**config.mk**
```make
export PLATFORM = sky130hd
export DESIGN_NAME = ffd_dp
export DESIGN_NICKNAME = d
export VERILOG_FILES = /design/src/rtl/ffd_pkg.sv /design/src/rtl/ffd_dp.sv
export SDC_FILE = /design/constraint.sdc
export NUM_CORES = 2
export LEC_CHECK = 0
export BUFFER_PORTS_ARGS = -buffer_cell sky130_fd_sc_hd__buf_2
export CELL_PAD_IN_SITES_DETAIL_PLACEMENT = 1
export CELL_PAD_IN_SITES_GLOBAL_PLACEMENT = 2
export CORE_ASPECT_RATIO = 0.5
export CORE_MARGIN = 2
export CORE_UTILIZATION = 45
export CTS_BUF_LIST = sky130_fd_sc_hd__clkbuf_4 sky130_fd_sc_hd__clkbuf_8
export CTS_CLUSTER_DIAMETER = 60
export CTS_CLUSTER_SIZE = 40
export DETAILED_ROUTE_END_ITERATION = 10
export PLACE_DENSITY_LB_ADDON = 0.25
export SLEW_MARGIN = 0
export SYNTH_ARGS = -nofsm -noshare
export SYNTH_HDL_FRONTEND = slang
export SYNTH_SLANG_ARGS = --single-unit
```
**constraint.sdc**
```tcl
create_clock -name i_clk -period 17.41 [get_ports i_clk]
set_input_delay 2.6115 -clock i_clk [delete_from_list [all_inputs] [get_ports i_clk]]
set_output_delay 2.6115 -clock i_clk [all_outputs]
set_load 0.02 [all_outputs]
```
**src/rtl/ffd_pkg.sv**
```systemverilog
package ffd_pkg;

    // Item and register field widths
    localparam int SAMPLE_W = 24;
    localparam int CH_IN_W  = 3;
    localparam int DELAY_W  = 20;
    localparam int FB_W     = 15;
    localparam int MIX_W    = 16;
    localparam int FRAC_W   = 8;

    // APB configuration port
    localparam int PADDR_W = 4;
    localparam int PDATA_W = 32;

    localparam logic [1:0] REG_DELAY = 2'd0;
    localparam logic [1:0] REG_FB    = 2'd1;
    localparam logic [1:0] REG_MIX   = 2'd2;

    localparam logic [FB_W-1:0]  FB_MAX  = FB_W'(32735);
    localparam logic [MIX_W-1:0] MIX_MAX = MIX_W'(32768);

    // Shared multiplier and its product
    localparam int DIFF_W  = SAMPLE_W + 1;
    localparam int MUL_A_W = SAMPLE_W + 2;
    localparam int MUL_B_W = MIX_W + 1;
    localparam int PROD_W  = MUL_A_W + MUL_B_W;

    localparam logic signed [PROD_W-1:0] RND8   = PROD_W'(128);
    localparam logic signed [PROD_W-1:0] RND15  = PROD_W'(16384);
    localparam logic signed [PROD_W-1:0] SAT_HI = PROD_W'(8388607);
    localparam logic signed [PROD_W-1:0] SAT_LO = PROD_W'(-8388608);

    typedef struct packed {
        logic [DELAY_W-1:0] delay;
        logic [FB_W-1:0]    fb;
        logic [MIX_W-1:0]   mix;
    } t_cfg;

    // Microcode fields
    typedef enum logic [1:0] {
        SEQ_NEXT,
        SEQ_WAIT_IN,
        SEQ_WAIT_OUT,
        SEQ_JUMP
    } t_seq_op;

    typedef enum logic [1:0] {
        RD_NONE,
        RD_I0,
        RD_I1
    } t_rd_sel;

    typedef enum logic [2:0] {
        MUL_NONE,
        MUL_INTERP,
        MUL_FB,
        MUL_DRY,
        MUL_WET
    } t_mul_sel;

    typedef enum logic [3:0] {
        ALU_NOP,
        ALU_LATCH,
        ALU_POS,
        ALU_I1,
        ALU_D0,
        ALU_DIFF,
        ALU_DLY,
        ALU_STORE,
        ALU_ACC,
        ALU_OUT
    } t_alu_op;

    localparam int STEP_W = 4;
    typedef logic [STEP_W-1:0] t_step;

    localparam t_step STEP_IDLE   = 4'd0;
    localparam t_step STEP_POS    = 4'd1;
    localparam t_step STEP_RD0    = 4'd2;
    localparam t_step STEP_RD1    = 4'd3;
    localparam t_step STEP_DIFF   = 4'd4;
    localparam t_step STEP_INTERP = 4'd5;
    localparam t_step STEP_DLY    = 4'd6;
    localparam t_step STEP_FB     = 4'd7;
    localparam t_step STEP_STORE  = 4'd8;
    localparam t_step STEP_WRITE  = 4'd9;
    localparam t_step STEP_OUT    = 4'd10;
    localparam t_step STEP_LAST   = STEP_OUT;

    typedef struct packed {
        t_seq_op  seq;
        t_rd_sel  rd;
        t_mul_sel mul;
        t_alu_op  alu;
        logic     wr;
        t_step    target;
    } t_ctrl;

    // Program ROM: one control word per step.
    function automatic t_ctrl ucode(input t_step step);
        t_ctrl w;
        w = '{seq: SEQ_NEXT, rd: RD_NONE, mul: MUL_NONE, alu: ALU_NOP,
              wr: 1'b0, target: STEP_IDLE};
        case (step)
            STEP_IDLE: begin
                w.seq = SEQ_WAIT_IN;
                w.alu = ALU_LATCH;
            end
            STEP_POS: begin
                w.alu = ALU_POS;
            end
            STEP_RD0: begin
                w.rd  = RD_I0;
                w.alu = ALU_I1;
            end
            STEP_RD1: begin
                w.rd  = RD_I1;
                w.alu = ALU_D0;
            end
            STEP_DIFF: begin
                w.alu = ALU_DIFF;
            end
            STEP_INTERP: begin
                w.mul = MUL_INTERP;
            end
            STEP_DLY: begin
                w.alu = ALU_DLY;
            end
            STEP_FB: begin
                w.mul = MUL_FB;
            end
            STEP_STORE: begin
                w.alu = ALU_STORE;
                w.mul = MUL_DRY;
            end
            STEP_WRITE: begin
                w.wr  = 1'b1;
                w.alu = ALU_ACC;
                w.mul = MUL_WET;
            end
            STEP_OUT: begin
                w.seq    = SEQ_WAIT_OUT;
                w.alu    = ALU_OUT;
                w.target = STEP_IDLE;
            end
            default: begin
                w.seq    = SEQ_JUMP;
                w.target = STEP_IDLE;
            end
        endcase
        return w;
    endfunction

    function automatic logic signed [SAMPLE_W-1:0] sat24(input logic signed [PROD_W-1:0] v);
        logic signed [SAMPLE_W-1:0] r;
        if (v > SAT_HI) begin
            r = SAT_HI[SAMPLE_W-1:0];
        end else if (v < SAT_LO) begin
            r = SAT_LO[SAMPLE_W-1:0];
        end else begin
            r = v[SAMPLE_W-1:0];
        end
        return r;
    endfunction

endpackage

```
**src/rtl/ffd_dp.sv**
```systemverilog
module ffd_dp import ffd_pkg::*; #(
    parameter  int BUF_DEPTH    = 4096,
    parameter  int NUM_CHANNELS = 2,
    localparam int ADDR_W       = $clog2(NUM_CHANNELS * BUF_DEPTH)
) (
    input  logic                       i_clk,
    input  logic                       i_rst_n,
    input  t_ctrl                      i_ctrl,
    input  t_cfg                       i_cfg,
    input  logic [CH_IN_W-1:0]         i_channel,
    input  logic signed [SAMPLE_W-1:0] i_sample_in,
    input  logic                       i_out_ready,
    output logic                       o_out_free,
    output logic                       o_out_valid,
    output logic signed [SAMPLE_W-1:0] o_sample_out,
    output logic                       o_rd_en,
    output logic [ADDR_W-1:0]          o_rd_addr,
    input  logic signed [SAMPLE_W-1:0] i_rd_data,
    output logic                       o_wr_en,
    output logic [ADDR_W-1:0]          o_wr_addr,
    output logic signed [SAMPLE_W-1:0] o_wr_data
);

    localparam int PTR_W = $clog2(BUF_DEPTH);
    localparam int CH_W  = (NUM_CHANNELS > 1) ? $clog2(NUM_CHANNELS) : 1;
    localparam int TOTAL = NUM_CHANNELS * BUF_DEPTH;
    localparam int DC_W  = PTR_W + FRAC_W;
    localparam int PW    = PTR_W + FRAC_W + 2;
    localparam int DMAX  = (BUF_DEPTH - 2) * (2 ** FRAC_W);

    // Per-channel write pointer and a flag set once the ring has wrapped.
    // Writes go strictly in order from entry zero, so an entry has been
    // written since reset exactly when it lies below the pointer or the
    // ring has wrapped; other entries read as zero.
    logic [PTR_W-1:0] r_wp      [NUM_CHANNELS];
    logic             r_wrapped [NUM_CHANNELS];

    logic [CH_W-1:0]            r_ch;
    logic signed [SAMPLE_W-1:0] r_x;
    logic [DC_W-1:0]            r_dc;
    logic [ADDR_W-1:0]          r_base;
    logic [PTR_W-1:0]           r_wp_cur;
    logic                       r_wrap_cur;
    logic [PTR_W-1:0]           r_i0;
    logic [PTR_W-1:0]           r_i1;
    logic [FRAC_W-1:0]          r_f;
    logic                       r_v0;
    logic                       r_v1;
    logic signed [SAMPLE_W-1:0] r_d0;
    logic signed [DIFF_W-1:0]   r_diff;
    logic signed [PROD_W-1:0]   r_prod;
    logic signed [SAMPLE_W-1:0] r_dly;
    logic signed [SAMPLE_W-1:0] r_st;
    logic signed [PROD_W-1:0]   r_acc;
    logic                       r_out_valid;
    logic signed [SAMPLE_W-1:0] r_out;

    logic [CH_W-1:0]            ch_cl;
    logic [DC_W-1:0]            dc_next;
    logic signed [PW-1:0]       pos_a;
    logic signed [PW-1:0]       pos_b;
    logic signed [PW-1:0]       pos;
    logic signed [SAMPLE_W-1:0] d1;
    logic signed [MUL_A_W-1:0]  mul_a;
    logic signed [MUL_B_W-1:0]  mul_b;
    logic signed [PROD_W-1:0]   mul_p;
    logic signed [PROD_W-1:0]   dly_sum;
    logic signed [PROD_W-1:0]   st_sum;
    logic signed [PROD_W-1:0]   mix_sum;

    always_comb begin
        if ({1'b0, i_channel} >= (CH_IN_W + 1)'(NUM_CHANNELS)) begin
            ch_cl = CH_W'(NUM_CHANNELS - 1);
        end else begin
            ch_cl = CH_W'(i_channel);
        end
    end

    assign dc_next = (32'(i_cfg.delay) > 32'(DMAX)) ? DC_W'(DMAX) : DC_W'(i_cfg.delay);

    // Read position with wrap into the ring, in 1/256 sample units.
    assign pos_a = $signed({2'b00, r_wp_cur, {FRAC_W{1'b0}}}) - $signed({2'b00, r_dc});
    assign pos_b = pos_a + PW'(BUF_DEPTH * (2 ** FRAC_W));
    assign pos   = pos_a[PW-1] ? pos_b : pos_a;

    assign d1 = r_v1 ? i_rd_data : '0;

    always_comb begin
        case (i_ctrl.mul)
            MUL_INTERP: begin
                mul_a = MUL_A_W'(r_diff);
                mul_b = MUL_B_W'(r_f);
            end
            MUL_FB: begin
                mul_a = MUL_A_W'(r_dly);
                mul_b = MUL_B_W'(i_cfg.fb);
            end
            MUL_DRY: begin
                mul_a = MUL_A_W'(r_x);
                mul_b = MUL_B_W'(MUL_B_W'(32768) - MUL_B_W'(i_cfg.mix));
            end
            MUL_WET: begin
                mul_a = MUL_A_W'(r_dly);
                mul_b = MUL_B_W'(i_cfg.mix);
            end
            default: begin
                mul_a = '0;
                mul_b = '0;
            end
        endcase
    end

    assign mul_p = mul_a * mul_b;

    assign dly_sum = (PROD_W'(r_d0) <<< FRAC_W) + r_prod + RND8;
    assign st_sum  = PROD_W'(r_x) + ((r_prod + RND15) >>> 15);
    assign mix_sum = (r_acc + r_prod + RND15) >>> 15;

    always_ff @(posedge i_clk) begin
        case (i_ctrl.alu)
            ALU_LATCH: begin
                r_ch       <= ch_cl;
                r_x        <= i_sample_in;
                r_dc       <= dc_next;
                r_base     <= ADDR_W'(int'(ch_cl) * BUF_DEPTH);
                r_wp_cur   <= r_wp[ch_cl];
                r_wrap_cur <= r_wrapped[ch_cl];
            end
            ALU_POS: begin
                r_i0 <= pos[PTR_W+FRAC_W-1:FRAC_W];
                r_f  <= pos[FRAC_W-1:0];
            end
            ALU_I1: begin
                r_i1 <= (r_i0 == PTR_W'(BUF_DEPTH - 1)) ? '0 : r_i0 + PTR_W'(1);
            end
            ALU_D0: begin
                r_d0 <= r_v0 ? i_rd_data : '0;
            end
            ALU_DIFF: begin
                r_diff <= DIFF_W'(d1) - DIFF_W'(r_d0);
            end
            ALU_DLY: begin
                r_dly <= dly_sum[SAMPLE_W+FRAC_W-1:FRAC_W];
            end
            ALU_STORE: begin
                r_st <= sat24(st_sum);
            end
            ALU_ACC: begin
                r_acc <= r_prod;
            end
            ALU_OUT: begin
                r_out <= sat24(mix_sum);
            end
            default: begin
            end
        endcase

        if (i_ctrl.mul != MUL_NONE) begin
            r_prod <= mul_p;
        end

        r_v0 <= r_wrap_cur || (r_i0 < r_wp_cur);
        r_v1 <= r_wrap_cur || (r_i1 < r_wp_cur);
    end

    always_ff @(posedge i_clk) begin
        if (!i_rst_n) begin
            for (int c = 0; c < NUM_CHANNELS; c++) begin
                r_wp[c]      <= '0;
                r_wrapped[c] <= 1'b0;
            end
        end else if (i_ctrl.wr) begin
            if (r_wp_cur == PTR_W'(BUF_DEPTH - 1)) begin
                r_wp[r_ch]      <= '0;
                r_wrapped[r_ch] <= 1'b1;
            end else begin
                r_wp[r_ch] <= r_wp_cur + PTR_W'(1);
            end
        end
    end

    always_ff @(posedge i_clk) begin
        if (!i_rst_n) begin
            r_out_valid <= 1'b0;
        end else if (i_ctrl.alu == ALU_OUT) begin
            r_out_valid <= 1'b1;
        end else if (i_out_ready) begin
            r_out_valid <= 1'b0;
        end
    end

    assign o_rd_en   = (i_ctrl.rd != RD_NONE);
    assign o_rd_addr = r_base + ADDR_W'((i_ctrl.rd == RD_I1) ? r_i1 : r_i0);
    assign o_wr_en   = i_ctrl.wr;
    assign o_wr_addr = r_base + ADDR_W'(r_wp_cur);
    assign o_wr_data = r_st;

    assign o_out_free   = !r_out_valid || i_out_ready;
    assign o_out_valid  = r_out_valid;
    assign o_sample_out = r_out;

    a_wr_in_range: assert property (@(posedge i_clk) disable iff (!i_rst_n)
        o_wr_en |-> (32'(o_wr_addr) < 32'(TOTAL)))
        else $error("ring write outside memory");

    a_no_overwrite: assert property (@(posedge i_clk) disable iff (!i_rst_n)
        (i_ctrl.alu == ALU_OUT) |-> (!r_out_valid || i_out_ready))
        else $error("result overwritten before it was taken");

    a_valid_source: assert property (@(posedge i_clk) disable iff (!i_rst_n)
        $rose(r_out_valid) |-> $past(i_ctrl.alu == ALU_OUT))
        else $error("output valid raised without a result");

endmodule
```
==> summary.txt <==
Timing
  – Total count of max-transition violations in the final report: 0
  – Post-layout minimum cycle time: 12280 ps
  – Max Clock Freq: 0.0814 GHz
  – Final worst-path cycle share: 0.705
  – Count of final setup violators: 0
  – Setup TNS Final: 0 ps
  – Unrepaired setup endpoints after global routing: no
  – Slew headroom: 0.175
  – Measured slew at the worst slew-check pin: 1230 ps
  – Hold Vio Cnt, Final: 0
  – Worst Skew: 55.6 ps

Drt
  – Post-Route WL: 99900 um
  – Count of antenna-violating nets left after detailed routing: 0
  – Total number of vias: 26100
  – Starting DRC count in detailed routing: 1667
  – Avg WL per Cell: 21.2 um
  – # DRC: 0
  – Initial DRT Pass Iterations: 5
  – Ratio of routed vias to standard cells: 5.54

Yosys
  – Count of distinct cell types in the synthesized netlist: 81
  – Share of the synthesized area in the top cell type: 0.275
  – Async set-reset flop share out of synthesis: 0
  – Synth cell count leaders: 559 x sky130_fd_sc_hd__inv_1, 424 x sky130_fd_sc_hd__fa_1, 385 x sky130_fd_sc_hd__nor2_1
  – EDFF count, synth: 321
  – Area contributors post-synth: sky130_fd_sc_hd__edfxtp_1 28%, sky130_fd_sc_hd__fa_1 24%, sky130_fd_sc_hd__ha_1 11%, sky130_fd_sc_hd__inv_1 6.0%, sky130_fd_sc_hd__nor2_1 4.1%
  – Seq cells post-synth: 326
  – Area of the mapped netlist: 35000 um2
  – Share of the yosys chip area belonging to registers: 0.278
  – Syn nets: 4369
  – Dominant register cell in the synthesized netlist: sky130_fd_sc_hd__edfxtp_1
  – Yosys synthesis warning count: 0
  – Post-Synthesis Cells: 3528
  – Post-synthesis area per instance: 9.92 um2
  – Leading cell type by number of instances after synthesis: sky130_fd_sc_hd__inv_1
  – Cell taking the most area after synthesis: sky130_fd_sc_hd__edfxtp_1

Final layout
  – Diode count: 0
  – Footprint of the multi-input gates: 22800 um2
  – # nets final: 4503
  – Register cell area after layout: 9740 um2
  – Share of cells above drive strength 1: 0.101
  – Area of all placed cells without fillers: 37600 um2
  – Area growth from synthesis to final layout: 7.39%
  – Fillers: 8755

Floorplan
  – Die outline width: 398 um
  – Top Ports: 199
  – Core footprint: 77100 um2
  – Die outline height: 201 um
  – Die area: 80200 um2
  – Standard-cell row count: 72
  – Initial core utilization: 0.454

Outcome
  – Status: complete, no violations

Place
  – Post-place instance area: 37100 um2
  – GP Congestion: 0.880
  – Number of port buffers: 192
  – Hpwl dp: 83400 um

Global route
  – Global routing usage summed across all routing layers: 0.256
  – Via count of the first global-routing pass: 28000
  – Antenna violations before repair: 3
  – Largest net degree at the start of global routing: 51
  – Remaining global-route overflow: 0
  – Wire length of the first global-routing pass: 159000 um

Worst setup path
  – Family with the most delay on the worst path: adder cells
  – CP Capture Type: flip-flop
  – Required time reported for the critical path endpoint: 17800 ps
  – Critical-path top delay cell: sky130_fd_sc_hd__a211o_1
  – Crit path kind: input port to flip-flop
  – Top cell by count, worst path: sky130_fd_sc_hd__fa_1
  – Startpoint types: input port
  – Number of buffer and inverter instances along the worst setup path: 6
  – Arr. time, crit path: 12670 ps
  – Crit path largest cell delay: 780 ps
  – Slack of the worst reg-to-reg path: 8580 ps
  – Max Fanout on Critical Path: 27

Power and ir drop
  – Areal power density over the cells: 107 nW/um2
  – Worst voltage drop across the vdd grid: 0.0657 mV
  – Cell leakage power: 17.3 nW

Clock network
  – Sink Count: 326
  – Number of setup buffers added after CTS: 0
  – Cts-stage hold buffer count: 0
  – Cell at the root of the clock tree: sky130_fd_sc_hd__clkbuf_8
  – Later-pin clock latency in the skew report: 650 ps
  – Clock tree from TritonCTS: done
  – Cts bufs inserted: 20
  – # H-tree levels: 1
  – CTS resizes: 0
  – Bufs on Longest Clock Path: 3
  – Worst-path clk slew: 160 ps

Min path
  – Worst min-delay path class: flip-flop to flip-flop

Run
  – Number of maximum-capacitance constraint violations: 0
## final timing paths
kind	depth (start not counted)	from	to
min reg2reg	0	r_prod[1]	r_acc[1]
min	0	r_prod[1]	r_acc[1]
max	29	i_ctrl[9]	r_prod[42]
max reg2reg	25	r_x[23]	r_prod[42]
## report_power, final
part | switching [W] | internal [W] | leakage (nW)
Sequential | 0.000171 | 0.00107 | 3.05
Combinational | 0.00142 | 0.000933 | 14.0
Clock | 0.000295 | 0.000149 | 0.232
## cell families after synthesis
kind of cell,after synthesis,synth area share
and+or+nand+nor,1033,0.134
adders and majority gates,720,0.348
buffers and inverters,670,0.0734
AOI/OAI and AO/OA,547,0.105
DFF,326,0.278
xor gates and xnor gates,199,0.0500
muxes,33,0.0104
## placed cells by master (no fill, tap or decap), types with 18 or more instances in the layout
master / netlist / layout
sky130_fd_sc_hd__a21oi_1: 127 / 121
sky130_fd_sc_hd__mux2_2: 26 / 26
sky130_fd_sc_hd__inv_1: 559 / 559
sky130_fd_sc_hd__nand2b_1: 43 / 43
sky130_fd_sc_hd__or2_2: 21 / 21
sky130_fd_sc_hd__nor2_1: 385 / 380
sky130_fd_sc_hd__o21a_1: 20 / 20
sky130_fd_sc_hd__fa_1: 424 / 424
sky130_fd_sc_hd__xnor2_1: 137 / 137
sky130_fd_sc_hd__o22a_1: 20 / 20
sky130_fd_sc_hd__and3_1: 31 / 31
sky130_fd_sc_hd__and2_1: 59 / 59
sky130_fd_sc_hd__clkbuf_8: 0 / 21
sky130_fd_sc_hd__o21ai_0: 78 / 78
sky130_fd_sc_hd__o21bai_1: 18 / 18
sky130_fd_sc_hd__nand2_1: 293 / 293
sky130_fd_sc_hd__a211oi_1: 19 / 18
sky130_fd_sc_hd__o21ai_2: 20 / 20
sky130_fd_sc_hd__nor3_1: 45 / 39
sky130_fd_sc_hd__nand4_1: 18 / 18
sky130_fd_sc_hd__a22oi_1: 24 / 24
sky130_fd_sc_hd__buf_4: 5 / 30
sky130_fd_sc_hd__a21o_1: 67 / 67
sky130_fd_sc_hd__nand3_1: 50 / 50
sky130_fd_sc_hd__o21ai_1: 35 / 35
sky130_fd_sc_hd__o22ai_1: 20 / 20
sky130_fd_sc_hd__nor2b_1: 35 / 35
sky130_fd_sc_hd__edfxtp_1: 321 / 321
sky130_fd_sc_hd__xor2_1: 61 / 61
sky130_fd_sc_hd__ha_1: 296 / 296
sky130_fd_sc_hd__or3_1: 22 / 21
sky130_fd_sc_hd__buf_2: 15 / 192
## per-stage QoR
step	setup WS [ps]	total power, W	util	hold WS (ps)	cells
after floorplan	7210	0.00291	-	422	3528
after global placement	4780	0.00352	0.481	440	4676
after detailed placement	4590	0.00361	0.481	456	4676
after CTS	5290	0.00406	0.487	476	4712
after global routing	4590	0.00437	0.487	490	4712
final	5130	0.00404	0.487	478	4712
## sequential cells by signal (all words and copies together), names as in the netlist
register      flops
o_out_valid       1
r_wp             24
r_wrapped         2
r_acc            43
r_dc             20
r_prod           43
r_v0              1
r_wrap_cur        1
r_x              24
r_f               8
r_dly            24
o_wr_data        24
r_i1             12
r_i0             12
r_wp_cur         12
r_ch              1
r_diff           25
o_sample_out     24
r_v1              1
r_d0             24
## layer usage
metal | up-vias | GRT usage | wire length [um]
met3 | 97 | 0.0370 | 5090
met2 | 507 | 0.422 | 47400
met1 | 13600 | 0.361 | 45500
met5 | - | 0 | 0
li1 | 11900 | - | -
met4 | 0 | 0.0470 | 1920
## area by class of cell
| cell class | count | area share |
|---|---|---|
| clock buffers | 23 | 0.00809 |
| clock inverters | 13 | 0.00456 |
| inverters | 560 | 0.0559 |
| well taps | 1036 | 0.0345 |
| flip-flops and latches | 326 | 0.259 |
| multi-input cells | 2532 | 0.606 |
| repair buffers | 222 | 0.0316 |
## worst reg2reg max path: cells and delay by family, from the launching register on
| family | cells | cell delay, ps |
|---|---|---|
| flip-flops | 1 | 530 |
| XOR/XNOR | 1 | 120 |
| AO/OA/AOI/OAI | 9 | 2350 |
| buffers and inverters | 5 | 670 |
| adder cells (fa/ha/maj) | 6 | 3540 |
| AND/OR/NAND/NOR | 4 | 1410 |
Power figures use the tool's default switching activity.
