`src/rtl/ffd_pkg.sv`:
```
package ffd_pkg;

    // Item and register field widths
    localparam int SAMPLE_W = 24;
    localparam int CH_IN_W  = 3;
    localparam int DELAY_W  = 20;
    localparam int FB_W     = 15;
    localparam int MIX_W    = 16;
    localparam int FRAC_W   = 8;

    // APB configuration port
    localparam int PADDR_W = 4;
    localparam int PDATA_W = 32;

    localparam logic [1:0] REG_DELAY = 2'd0;
    localparam logic [1:0] REG_FB    = 2'd1;
    localparam logic [1:0] REG_MIX   = 2'd2;

    localparam logic [FB_W-1:0]  FB_MAX  = FB_W'(32735);
    localparam logic [MIX_W-1:0] MIX_MAX = MIX_W'(32768);

    // Shared multiplier and its product
    localparam int DIFF_W  = SAMPLE_W + 1;
    localparam int MUL_A_W = SAMPLE_W + 2;
    localparam int MUL_B_W = MIX_W + 1;
    localparam int PROD_W  = MUL_A_W + MUL_B_W;

    localparam logic signed [PROD_W-1:0] RND8   = PROD_W'(128);
    localparam logic signed [PROD_W-1:0] RND15  = PROD_W'(16384);
    localparam logic signed [PROD_W-1:0] SAT_HI = PROD_W'(8388607);
    localparam logic signed [PROD_W-1:0] SAT_LO = PROD_W'(-8388608);

    typedef struct packed {
        logic [DELAY_W-1:0] delay;
        logic [FB_W-1:0]    fb;
        logic [MIX_W-1:0]   mix;
    } t_cfg;

    // Microcode fields
    typedef enum logic [1:0] {
        SEQ_NEXT,
        SEQ_WAIT_IN,
        SEQ_WAIT_OUT,
        SEQ_JUMP
    } t_seq_op;

    typedef enum logic [1:0] {
        RD_NONE,
        RD_I0,
        RD_I1
    } t_rd_sel;

    typedef enum logic [2:0] {
        MUL_NONE,
        MUL_INTERP,
        MUL_FB,
        MUL_DRY,
        MUL_WET
    } t_mul_sel;

    typedef enum logic [3:0] {
        ALU_NOP,
        ALU_LATCH,
        ALU_POS,
        ALU_I1,
        ALU_D0,
        ALU_DIFF,
        ALU_DLY,
        ALU_STORE,
        ALU_ACC,
        ALU_OUT
    } t_alu_op;

    localparam int STEP_W = 4;
    typedef logic [STEP_W-1:0] t_step;

    localparam t_step STEP_IDLE   = 4'd0;
    localparam t_step STEP_POS    = 4'd1;
    localparam t_step STEP_RD0    = 4'd2;
    localparam t_step STEP_RD1    = 4'd3;
    localparam t_step STEP_DIFF   = 4'd4;
    localparam t_step STEP_INTERP = 4'd5;
    localparam t_step STEP_DLY    = 4'd6;
    localparam t_step STEP_FB     = 4'd7;
    localparam t_step STEP_STORE  = 4'd8;
    localparam t_step STEP_WRITE  = 4'd9;
    localparam t_step STEP_OUT    = 4'd10;
    localparam t_step STEP_LAST   = STEP_OUT;

    typedef struct packed {
        t_seq_op  seq;
        t_rd_sel  rd;
        t_mul_sel mul;
        t_alu_op  alu;
        logic     wr;
        t_step    target;
    } t_ctrl;

    // Program ROM: one control word per step.
    function automatic t_ctrl ucode(input t_step step);
        t_ctrl w;
        w = '{seq: SEQ_NEXT, rd: RD_NONE, mul: MUL_NONE, alu: ALU_NOP,
              wr: 1'b0, target: STEP_IDLE};
        case (step)
            STEP_IDLE: begin
                w.seq = SEQ_WAIT_IN;
                w.alu = ALU_LATCH;
            end
            STEP_POS: begin
                w.alu = ALU_POS;
            end
            STEP_RD0: begin
                w.rd  = RD_I0;
                w.alu = ALU_I1;
            end
            STEP_RD1: begin
                w.rd  = RD_I1;
                w.alu = ALU_D0;
            end
            STEP_DIFF: begin
                w.alu = ALU_DIFF;
            end
            STEP_INTERP: begin
                w.mul = MUL_INTERP;
            end
            STEP_DLY: begin
                w.alu = ALU_DLY;
            end
            STEP_FB: begin
                w.mul = MUL_FB;
            end
            STEP_STORE: begin
                w.alu = ALU_STORE;
                w.mul = MUL_DRY;
            end
            STEP_WRITE: begin
                w.wr  = 1'b1;
                w.alu = ALU_ACC;
                w.mul = MUL_WET;
            end
            STEP_OUT: begin
                w.seq    = SEQ_WAIT_OUT;
                w.alu    = ALU_OUT;
                w.target = STEP_IDLE;
            end
            default: begin
                w.seq    = SEQ_JUMP;
                w.target = STEP_IDLE;
            end
        endcase
        return w;
    endfunction

    function automatic logic signed [SAMPLE_W-1:0] sat24(input logic signed [PROD_W-1:0] v);
        logic signed [SAMPLE_W-1:0] r;
        if (v > SAT_HI) begin
            r = SAT_HI[SAMPLE_W-1:0];
        end else if (v < SAT_LO) begin
            r = SAT_LO[SAMPLE_W-1:0];
        end else begin
            r = v[SAMPLE_W-1:0];
        end
        return r;
    endfunction

endpackage

```
`src/rtl/ffd_regs.sv`:
```
module ffd_regs import ffd_pkg::*; (
    input  logic               i_clk,
    input  logic               i_rst_n,
    input  logic               psel,
    input  logic               penable,
    input  logic               pwrite,
    input  logic [PADDR_W-1:0] paddr,
    input  logic [PDATA_W-1:0] pwdata,
    output logic [PDATA_W-1:0] prdata,
    output logic               pready,
    output t_cfg               o_cfg
);

    logic [DELAY_W-1:0] r_delay;
    logic [FB_W-1:0]    r_fb;
    logic [MIX_W-1:0]   r_mix;
    logic [1:0]         reg_idx;
    logic [FB_W-1:0]    fb_wr;
    logic [MIX_W-1:0]   mix_wr;

    assign reg_idx = paddr[PADDR_W-1:2];
    assign pready  = 1'b1;

    assign fb_wr  = (pwdata[FB_W-1:0] > FB_MAX) ? FB_MAX : pwdata[FB_W-1:0];
    assign mix_wr = (pwdata[MIX_W-1:0] > MIX_MAX) ? MIX_MAX : pwdata[MIX_W-1:0];

    always_ff @(posedge i_clk) begin
        if (!i_rst_n) begin
            r_delay <= '0;
            r_fb    <= '0;
            r_mix   <= MIX_W'(16384);
        end else if (psel && penable && pwrite && pready) begin
            case (reg_idx)
                REG_DELAY: r_delay <= pwdata[DELAY_W-1:0];
                REG_FB:    r_fb    <= fb_wr;
                REG_MIX:   r_mix   <= mix_wr;
                default: begin
                end
            endcase
        end
    end

    always_comb begin
        case (reg_idx)
            REG_DELAY: prdata = PDATA_W'(r_delay);
            REG_FB:    prdata = PDATA_W'(r_fb);
            REG_MIX:   prdata = PDATA_W'(r_mix);
            default:   prdata = '0;
        endcase
    end

    assign o_cfg = '{delay: r_delay, fb: r_fb, mix: r_mix};

endmodule

```
`config.mk`:
```
export PLATFORM = sky130hd
export DESIGN_NAME = ffd_regs
export DESIGN_NICKNAME = d
export VERILOG_FILES = /design/src/rtl/ffd_pkg.sv /design/src/rtl/ffd_regs.sv
export SDC_FILE = /design/constraint.sdc
export NUM_CORES = 1
export LEC_CHECK = 0
export ABC_AREA = 1
export BUFFER_PORTS_ARGS = -buffer_cell sky130_fd_sc_hd__buf_2
export CAP_MARGIN = 20
export CORE_MARGIN = 2
export CORE_UTILIZATION = 30
export CTS_BUF_LIST = sky130_fd_sc_hd__clkbuf_4
export DETAILED_ROUTE_END_ITERATION = 8
export GPL_ROUTABILITY_DRIVEN = 0
export PLACE_DENSITY = 0.63
export SLEW_MARGIN = 30
export SYNTH_ARGS = -nofsm -noshare
export SYNTH_HDL_FRONTEND = slang
export SYNTH_SLANG_ARGS = --single-unit
```
`constraint.sdc`:
```
create_clock -name i_clk -period 2.4 [get_ports i_clk]
set_clock_uncertainty 0.2 [all_clocks]
set_input_delay 0.12 -clock i_clk [delete_from_list [all_inputs] [get_ports i_clk]]
set_output_delay 0.12 -clock i_clk [all_outputs]
set_load 0.02 [all_outputs]
```
==> impl_metrics.json, run 1 <==
{
  "vdd_drop_max_uv": 212,
  "ys.flop_type": "dfxtp_1",
  "power_leakage_nw": 1.62,
  "rows": 32,
  "hp-start": "paddr[2]",
  "synth-seq-cells": 51,
  "cts_buffer_depth": 2,
  "grtUsageTotal": 0.176,
  "hold_violations": 0,
  "critPathKind": "input pin to register",
  "timing.rr.start": "r_fb[11]",
  "holdPathStages": 4,
  "drt-initial-drc-count": 85,
  "worstHoldEndpoint": "r_fb[12]",
  "path_clk_slew_ps": 160,
  "port_buffers": 97,
  "io_pins": 125,
  "timing.fmax_ghz": 0.497,
  "crit_fanout": 15,
  "via_per_inst": 4.59,
  "final_common_cell": "buf_2",
  "layout.cells.most_common_list": "buf_2, nand2_1, dfxtp_1, nor2_1, o21ai_0",
  "status": "completed",
  "dp_hpwl_um": 5030,
  "drt-total-wl_um": 7470,
  "fp.dieW_um": 92.6,
  "endpoint_kind": "register",
  "initial_utilization": 0.307,
  "grt_start_max_net_pins": 52,
  "fin_crit_sh": 0.839,
  "synth_cells": 333,
  "post_cts_resized": 0,
  "final_util": 0.424,
  "cts_tree": "built",
  "drt_pass1_iterations": 4,
  "r2r_setup_slack_ps": 1490,
  "vias": 2573,
  "ys_seq_area_frac": 0.433,
  "syn_area_per_cell_um2": 7.08,
  "max_cap_violations": 0,
  "multiInputGateArea_mm2": 0.00112,
  "setup_viol": 0,
  "yosysWarningCount": 0,
  "htreeDepth": 2,
  "clk_latency_ps": 400,
  "tightest_slew_ps": 777,
  "async_reset_ff_frac": 0,
  "routed-wl-met3_um": 435,
  "first_global_vias": 2330,
  "min_path_type": "input pin to register",
  "wl_met1_um": 3440,
  "core_mm2": 0.00769,
  "cts_made_buffers": 5,
  "drv_slew": 0,
  "drc": 0,
  "syn-cell-area_mm2": 0.00236,
  "cts-root-buf": "clkbuf_4",
  "grt.overflow.total": 0,
  "cp_cell_sequence": "dlygate4sd3_1 > buf_2 > nor2_1 > nand2_1 > nor2_2 > nand2_2 > nand2_4 > nand2_1 > dlygate4sd3_1 > a21oi_1",
  "synth_edf_count": 0,
  "power.density_mw_per_mm2": 481,
  "wire_per_inst_um": 13.3,
  "cp.arrival_ps": 2130,
  "start_kind": "input pin",
  "worstPathRequired_ps": 2520,
  "die_area_mm2": 0.00858,
  "topRoutingLayerUsed": "met4",
  "register_area_mm2": 0.00102,
  "antenna_found_initial": 0,
  "placedInstanceArea_mm2": 0.00287,
  "layout_min_cycle_time_ps": 2010,
  "max_stage_delay_ps": 560,
  "reg2regPathDepth": 2,
  "clock_sinks": 51,
  "routed-wl-met2_um": 3530,
  "power_mw": 1.57,
  "rsz0062_at_grt": "false",
  "relSlewSlack": 0.482,
  "drive_gt1_frac": 0.293,
  "hold_slack_ps": 39.9,
  "die_y_um": 92.6,
  "num_antenna_cells": 0,
  "r2r_end": "r_fb[11]",
  "grt_pass1_wl_um": 12000,
  "syn_to_final_growth_pct": 38.3,
  "nFillCells": 826,
  "setup_tns_ps": 0,
  "drtAntennaViolNets": 0,
  "design_area_mm2": 0.00326,
  "final_nets": 498,
  "synth.distinct_cells": 20,
  "critical-path-slowest-cell": "dlygate4sd3_1"
}
worst max-delay path by stage:
stage | from | end | slack, ps | cells after the start
floorplan | paddr[2] | prdata[12] | 1270 | 6
global placement | paddr[2] | prdata[11] | 780 | 7
detailed placement | pwrite | r_fb[13] | 750 | 6
CTS | pwdata[6] | r_mix[4] | 400 | 10
global route | pwdata[6] | r_mix[3] | 210 | 10
finish | pwdata[6] | r_mix[4] | 390 | 10
layout make-up:
type                    count  area share
well taps                 102      0.0392
multi-input cells         246       0.344
flip-flops and latches     51       0.313
repair buffers            136       0.264
inverters                  17      0.0196
clock buffers               5      0.0115
clock inverters             3     0.00806
Yosys cell counts (2+ instances only):
cell type  number  area share
nor2_2          5       0.013
nor2_1         48       0.076
buf_4          13       0.041
o21ai_0        46       0.098
dfxtp_1        51        0.43
clkbuf_1        5      0.0080
o21ai_1         4      0.0085
buf_2          11       0.023
nand2_2         4       0.011
nand3_1        18       0.038
inv_2           4      0.0064
nand2_1        70        0.11
a21oi_1        25       0.053
conb_1          2      0.0032
inv_1          13       0.021
nor3_1          2      0.0042
a21oi_2         9       0.033
per-stage QoR:
stage	setup slack [ps]	instances
after floorplan	1270	344
after CTS	396	560
final	387	560
after global placement	782	519
after global routing	212	560
after detailed placement	747	519
cell families after synthesis:
group / share of synthesized area
buffers and inverters: 0.108
AO/OA/AOI/OAI: 0.196
other: 0.00319
flip-flops: 0.433
AND/OR/NAND/NOR: 0.259
where the power goes:
group	leakage, nW	internal [mW]	switching (mW)
clock network	0.0366	0.127	0.313
registers	0.413	0.866	0.0134
logic	1.17	0.0931	0.156
critical path: cells and delay by family:
| family | cells | cell delay (ps) |
|---|---|---|
| compound gates | 1 | 130 |
| buf+inv | 3 | 1260 |
| simple gates | 6 | 640 |
registers in the layout, summed over array words and instances (netlist names):
signal,flops
r_delay,20
r_mix,16
r_fb,15
metal layers:
metal  GRT usage  vias up
met3      0.0334        6
met5           0        -
li1            -     1297
met4      0.0392        0
met2       0.303       96
met1       0.229     1174
repair_timing:
| item | in CTS | in global routing |
|---|---|---|
| buffers inserted | 0 | 0 |
| hold buffers | 33 | 0 |
| hold endpoints to repair | 51 | 0 |
No activity file was read; power rests on OpenSTA's default activity.
==> run 2, diff against run 1 <==
Settings changed: ABC_AREA 1 to 0, PLACE_DENSITY 0.63 to 0.62.
Clock period 2.4 ns to 2.1 ns, I/O delays scaled along.
==> impl_metrics.json, run 2 <==
{
  "clock_sinks": 51,
  "layout.cells.most_common_list": "buf_2, o21ai_0, dfxtp_1, a21oi_1, nand3_1",
  "design_area_mm2": 0.00332,
  "relSlewSlack": 0.600,
  "critical-path-slowest-cell": "dlygate4sd3_1",
  "grt_pass1_wl_um": 13500,
  "fp.dieW_um": 96.2,
  "cp.arrival_ps": 2070,
  "async_reset_ff_frac": 0,
  "register_area_mm2": 0.00102,
  "antenna_found_initial": 0,
  "final_common_cell": "buf_2",
  "port_buffers": 97,
  "final_nets": 462,
  "power.density_mw_per_mm2": 518,
  "core_mm2": 0.00822,
  "initial_utilization": 0.310,
  "die_y_um": 96.2,
  "die_area_mm2": 0.00926,
  "tightest_slew_ps": 599,
  "endpoint_kind": "register",
  "rsz0062_at_grt": "false",
  "p_seq_frac": 0.576,
  "setup_viol": 0,
  "wire_per_inst_um": 17.0,
  "synthDominantCellAreaShare": 0.400,
  "swShare": 0.294,
  "max_stage_delay_ps": 550,
  "crit_fanout": 6,
  "synth_cells": 317,
  "drt-total-wl_um": 8960,
  "vdd_drop_max_uv": 252,
  "grtUsageTotal": 0.188,
  "rows": 33,
  "cp_common_cell": "dlygate4sd3_1",
  "first_global_vias": 2590,
  "layout_min_cycle_time_ps": 1950,
  "max_cap_violations": 0,
  "top_register": "r_delay",
  "placedInstanceArea_mm2": 0.00304,
  "path_buf_inv": 3,
  "clk_latency_ps": 360,
  "hold_violations": 0,
  "drv_slew": 0,
  "worstPathRequired_ps": 2220,
  "path_clk_slew_ps": 140,
  "combPwrFrac": 0.169,
  "post_cts_resized": 0,
  "via_per_inst": 5.34,
  "critPathKind": "input pin to register",
  "synth-seq-cells": 51,
  "ys_top_cells_by_area": "dfxtp_1, o21ai_0, a21oi_1",
  "cts-root-buf": "clkbuf_4",
  "p_int_mw": 1.21,
  "dp_hpwl_um": 6070,
  "syn_area_per_cell_um2": 8.05,
  "ys.flop_type": "dfxtp_1",
  "yosysWarningCount": 0,
  "io_pins": 125,
  "synth_common_cells": "o21ai_0, dfxtp_1, a21oi_1",
  "status": "completed",
  "drc": 0,
  "synth.distinct_cells": 34,
  "top_regs": "r_delay x20, r_mix x16, r_fb x15",
  "grt.overflow.total": 0,
  "timing.fmax_ghz": 0.513,
  "critPathTopFamily": "buffers and inverters",
  "synth_edf_count": 0,
  "ys_seq_area_frac": 0.400,
  "cp_cell_sequence": "dlygate4sd3_1 > buf_2 > nor4_1 > a41oi_1 > o211ai_1 > dlygate4sd3_1",
  "yosysTopAreaCell": "dfxtp_1",
  "multiInputGateArea_mm2": 0.00131,
  "cts_tree": "built",
  "num_antenna_cells": 0,
  "drive_gt1_frac": 0.294,
  "syn_to_final_growth_pct": 30.0,
  "drt-initial-drc-count": 168,
  "synth_most_common_cell": "o21ai_0",
  "vias": 2815,
  "nFillCells": 851,
  "drtAntennaViolNets": 0,
  "min_path_type": "input pin to register",
  "drt_pass1_iterations": 4,
  "cts_buffer_depth": 2,
  "start_kind": "input pin",
  "htreeDepth": 2,
  "p_switching_mw": 0.504,
  "clockPowerShare": 0.255,
  "cts_made_buffers": 5,
  "largest_register_ffs": 20,
  "syn-cell-area_mm2": 0.00255,
  "fin_crit_sh": 0.928,
  "grt_start_max_net_pins": 47,
  "setup_tns_ps": 0,
  "power_leakage_nw": 1.41
}
-- run 2: cell count changes after synthesis, sizes merged, moves of 10 or more --
cell   previous run  this run
a21oi            34        44
inv              17         1
mux2i             0        16
nand2            75        17
nand3            18        33
nand4             0        17
nor2             53         3
o21ai            50        60
-- run 2: cell families after synthesis --
kind of cell,count (synthesis),synth area share
other,2,0.00294
DFF,51,0.400
muxes,16,0.0628
buffers and inverters,45,0.102
AOI/OAI and AO/OA,112,0.235
and+or+nand+nor,91,0.197
-- run 2: final cells by class --
class,count,area share
multi-input combinational,232,0.395
sequential,51,0.308
timing repair buffer,129,0.239
tap,105,0.0396
clock buffer,6,0.0136
clock inverter,2,0.00226
inverter,2,0.00226
-- run 2: timing repair --
action	in CTS	in global routing
setup buffers	0	0
hold buffers	22	0
hold endpoints to repair	51	0
-- run 2: per-stage QoR --
| step | power, mW | cells | setup slack, ps | hold WS, ps | utilization |
|---|---|---|---|---|---|
| 4_1_cts | 1.72 | 527 | 175 | 88.3 | 0.404 |
| 3_5_place_dp | 1.27 | 497 | 364 | 165 | 0.370 |
| 2_1_floorplan | 1.18 | 328 | 766 | 52.7 | - |
| 5_1_grt | 1.78 | 527 | 74.2 | 122 | 0.404 |
| 6_report | 1.72 | 527 | 150 | 108 | 0.404 |
| 3_3_place_gp | 1.26 | 497 | 391 | 159 | 0.370 |
-- run 2: routing by layer --
metal  GRT usage  up-vias  wire, µm
met5           0        -         0
met3      0.0470        7       744
li1            -     1337         -
met4      0.0405        0        62
met1       0.262     1351      4000
met2       0.292      120      4150
-- run 2: power groups by stage --
| stage | logic, mW | clock network, mW | registers, mW |
|---|---|---|---|
| detailed placement | 0.255 | 0 | 1.01 |
| finish | 0.290 | 0.439 | 0.989 |
| floorplan | 0.161 | 0 | 1.02 |
| global route | 0.311 | 0.480 | 0.991 |
| CTS | 0.286 | 0.446 | 0.989 |
| global placement | 0.252 | 0 | 1.01 |
-- run 2: path summary, 6_finish.rpt --
check / startpoint / slack (ps) / depth (start not counted) / end
setup / recovery: pwdata[7] / 150 / 6 / r_mix[14]
hold / removal: penable / 110 / 4 / r_mix[2]
setup reg to reg: r_mix[14] / 720 / 3 / r_mix[14]
hold reg to reg: r_delay[19] / 300 / 2 / r_delay[19]
-- run 2: worst reg2reg max path: stages (launching register included) --
cell           delay [ps]
dfxtp_1               360
o21ai_1                80
o211ai_1               90
dlygate4sd3_1         560
==> run 3, diff against run 2 <==
Settings changed: CORE_MARGIN 2 to 5.
==> impl_metrics.json, run 3 (same netlist as run 2, synthesis figures left out) <==
{
  "status": "completed",
  "cts_buffer_depth": 2,
  "drt-total-wl_um": 9030,
  "final_cell_count_no_fill": 526,
  "timing.fmax_ghz": 0.576,
  "fp.dieW_um": 102,
  "tightest_slew_ps": 618,
  "worstHoldEndpoint": "r_mix[1]",
  "power.density_mw_per_mm2": 552,
  "dp_cells": 498,
  "final_nets": 462,
  "start_kind": "input pin",
  "critPathKind": "input pin to output pin",
  "die_area_mm2": 0.0104,
  "antenna_found_initial": 0,
  "dp_hpwl_um": 6340,
  "crit_fanout": 23,
  "rsz0062_at_grt": "false",
  "worstPathRequired_ps": 1790,
  "vdd_drop_max_uv": 251,
  "syn_to_final_growth_pct": 30.8,
  "die_y_um": 102,
  "drc": 0,
  "grt_pass1_wl_um": 13700,
  "max_cap_violations": 0,
  "reg2regPathDepth": 1,
  "via_per_inst": 5.22,
  "layout_min_cycle_time_ps": 1740,
  "r2r_setup_slack_ps": 1160,
  "drt-initial-drc-count": 206,
  "cts_tree": "built",
  "top_register": "r_delay",
  "setup_viol": 0,
  "grt_start_max_net_pins": 47,
  "cts_made_buffers": 5,
  "drive_gt1_frac": 0.299,
  "drt_pass1_iterations": 4,
  "grt.overflow.total": 0,
  "timing.rr.start": "r_fb[4]",
  "vias": 2746,
  "drv_slew": 0,
  "endpoint_kind": "output pin",
  "htreeDepth": 2,
  "layout.cells.most_common_list": "buf_2, o21ai_0, dfxtp_1, a21oi_1, nand3_1",
  "max_stage_delay_ps": 380,
  "cp.arrival_ps": 1430,
  "holdPathStages": 4,
  "critical-path-slowest-cell": "nor2b_4",
  "io_pins": 125,
  "wire_per_inst_um": 17.2,
  "r2r_end": "r_fb[4]",
  "hp-start": "paddr[2]",
  "largest_register_ffs": 20,
  "rows": 33,
  "core_mm2": 0.00826,
  "register_area_mm2": 0.00102,
  "cp_common_cell": "buf_2",
  "cts_setup_buffers": 0,
  "top_regs": "r_delay x20, r_mix x16, r_fb x15",
  "power_leakage_nw": 1.42,
  "initial_utilization": 0.309,
  "cts-root-buf": "clkbuf_4",
  "hold_slack_ps": 182,
  "final_common_cell": "buf_2",
  "port_buffers": 97,
  "multiInputGateArea_mm2": 0.00131,
  "nFillCells": 878,
  "first_global_vias": 2541,
  "relSlewSlack": 0.588,
  "final_util": 0.404,
  "min_path_type": "input pin to register",
  "cp_cell_sequence": "buf_2 > nor2b_4 > buf_12 > nand2_1 > o21ai_0 > buf_2",
  "hold_violations": 0,
  "clk_latency_ps": 360,
  "num_antenna_cells": 0,
  "setup_tns_ps": 0,
  "path_clk_slew_ps": 140,
  "fin_crit_sh": 0.827,
  "clock_sinks": 51,
  "grtUsageTotal": 0.167,
  "drtAntennaViolNets": 0
}
run 3: repair_timing:
item | in CTS | in global routing
hold buffers | 21 | 0
endpoints found under the setup margin | 0 | 0
endpoints found under the hold margin | 51 | 0
resized for setup | 0 | 0
run 3: layout make-up:
cell class                      instances  share of cell area
Clock buffer                            6              0.0135
Inverter                                2             0.00225
Multi-Input combinational cell        232               0.393
Timing Repair Buffer                  129               0.237
Sequential cell                        51               0.306
Tap cell                              105              0.0394
Clock inverter                          1             0.00900
run 3: worst max-delay path, delay by kind of cell:
family          cells  cell delay [ps]
simple gates        2              450
compound gates      1               80
buf+inv             3              770
run 3: layer usage:
metal	track usage	routed length (µm)
met3	0.0423	764
met2	0.273	4190
met5	0	0
met1	0.224	3940
met4	0.0353	138
run 3: where the power goes:
part	internal [mW]	total (mW)	switching (mW)
clock	0.259	0.563	0.304
sequential	0.980	0.989	0.00904
combinational	0.0967	0.290	0.193
total	1.34	1.84	0.506
run 3: stage by stage:
| step | cell area (µm²) | setup slack, ps | total power [mW] |
|---|---|---|---|
| 6_report | 3340 | 364 | 1.84 |
| 5_1_grt | 3340 | 278 | 1.92 |
| 3_5_place_dp | 3050 | 396 | 1.27 |
| 2_1_floorplan | 2590 | 766 | 1.18 |
| 3_3_place_gp | 3050 | 365 | 1.26 |
| 4_1_cts | 3340 | 394 | 1.85 |
run 3: how the worst max path moves through the flow:
stage | startpoint | end | slack (ps) | cells after the start
after global placement | paddr[3] | prdata[11] | 370 | 6
after CTS | paddr[3] | prdata[11] | 390 | 6
after detailed placement | paddr[3] | prdata[11] | 400 | 6
final | paddr[3] | prdata[8] | 360 | 6
after global routing | paddr[3] | prdata[6] | 280 | 6
after floorplan | paddr[2] | prdata[0] | 770 | 4
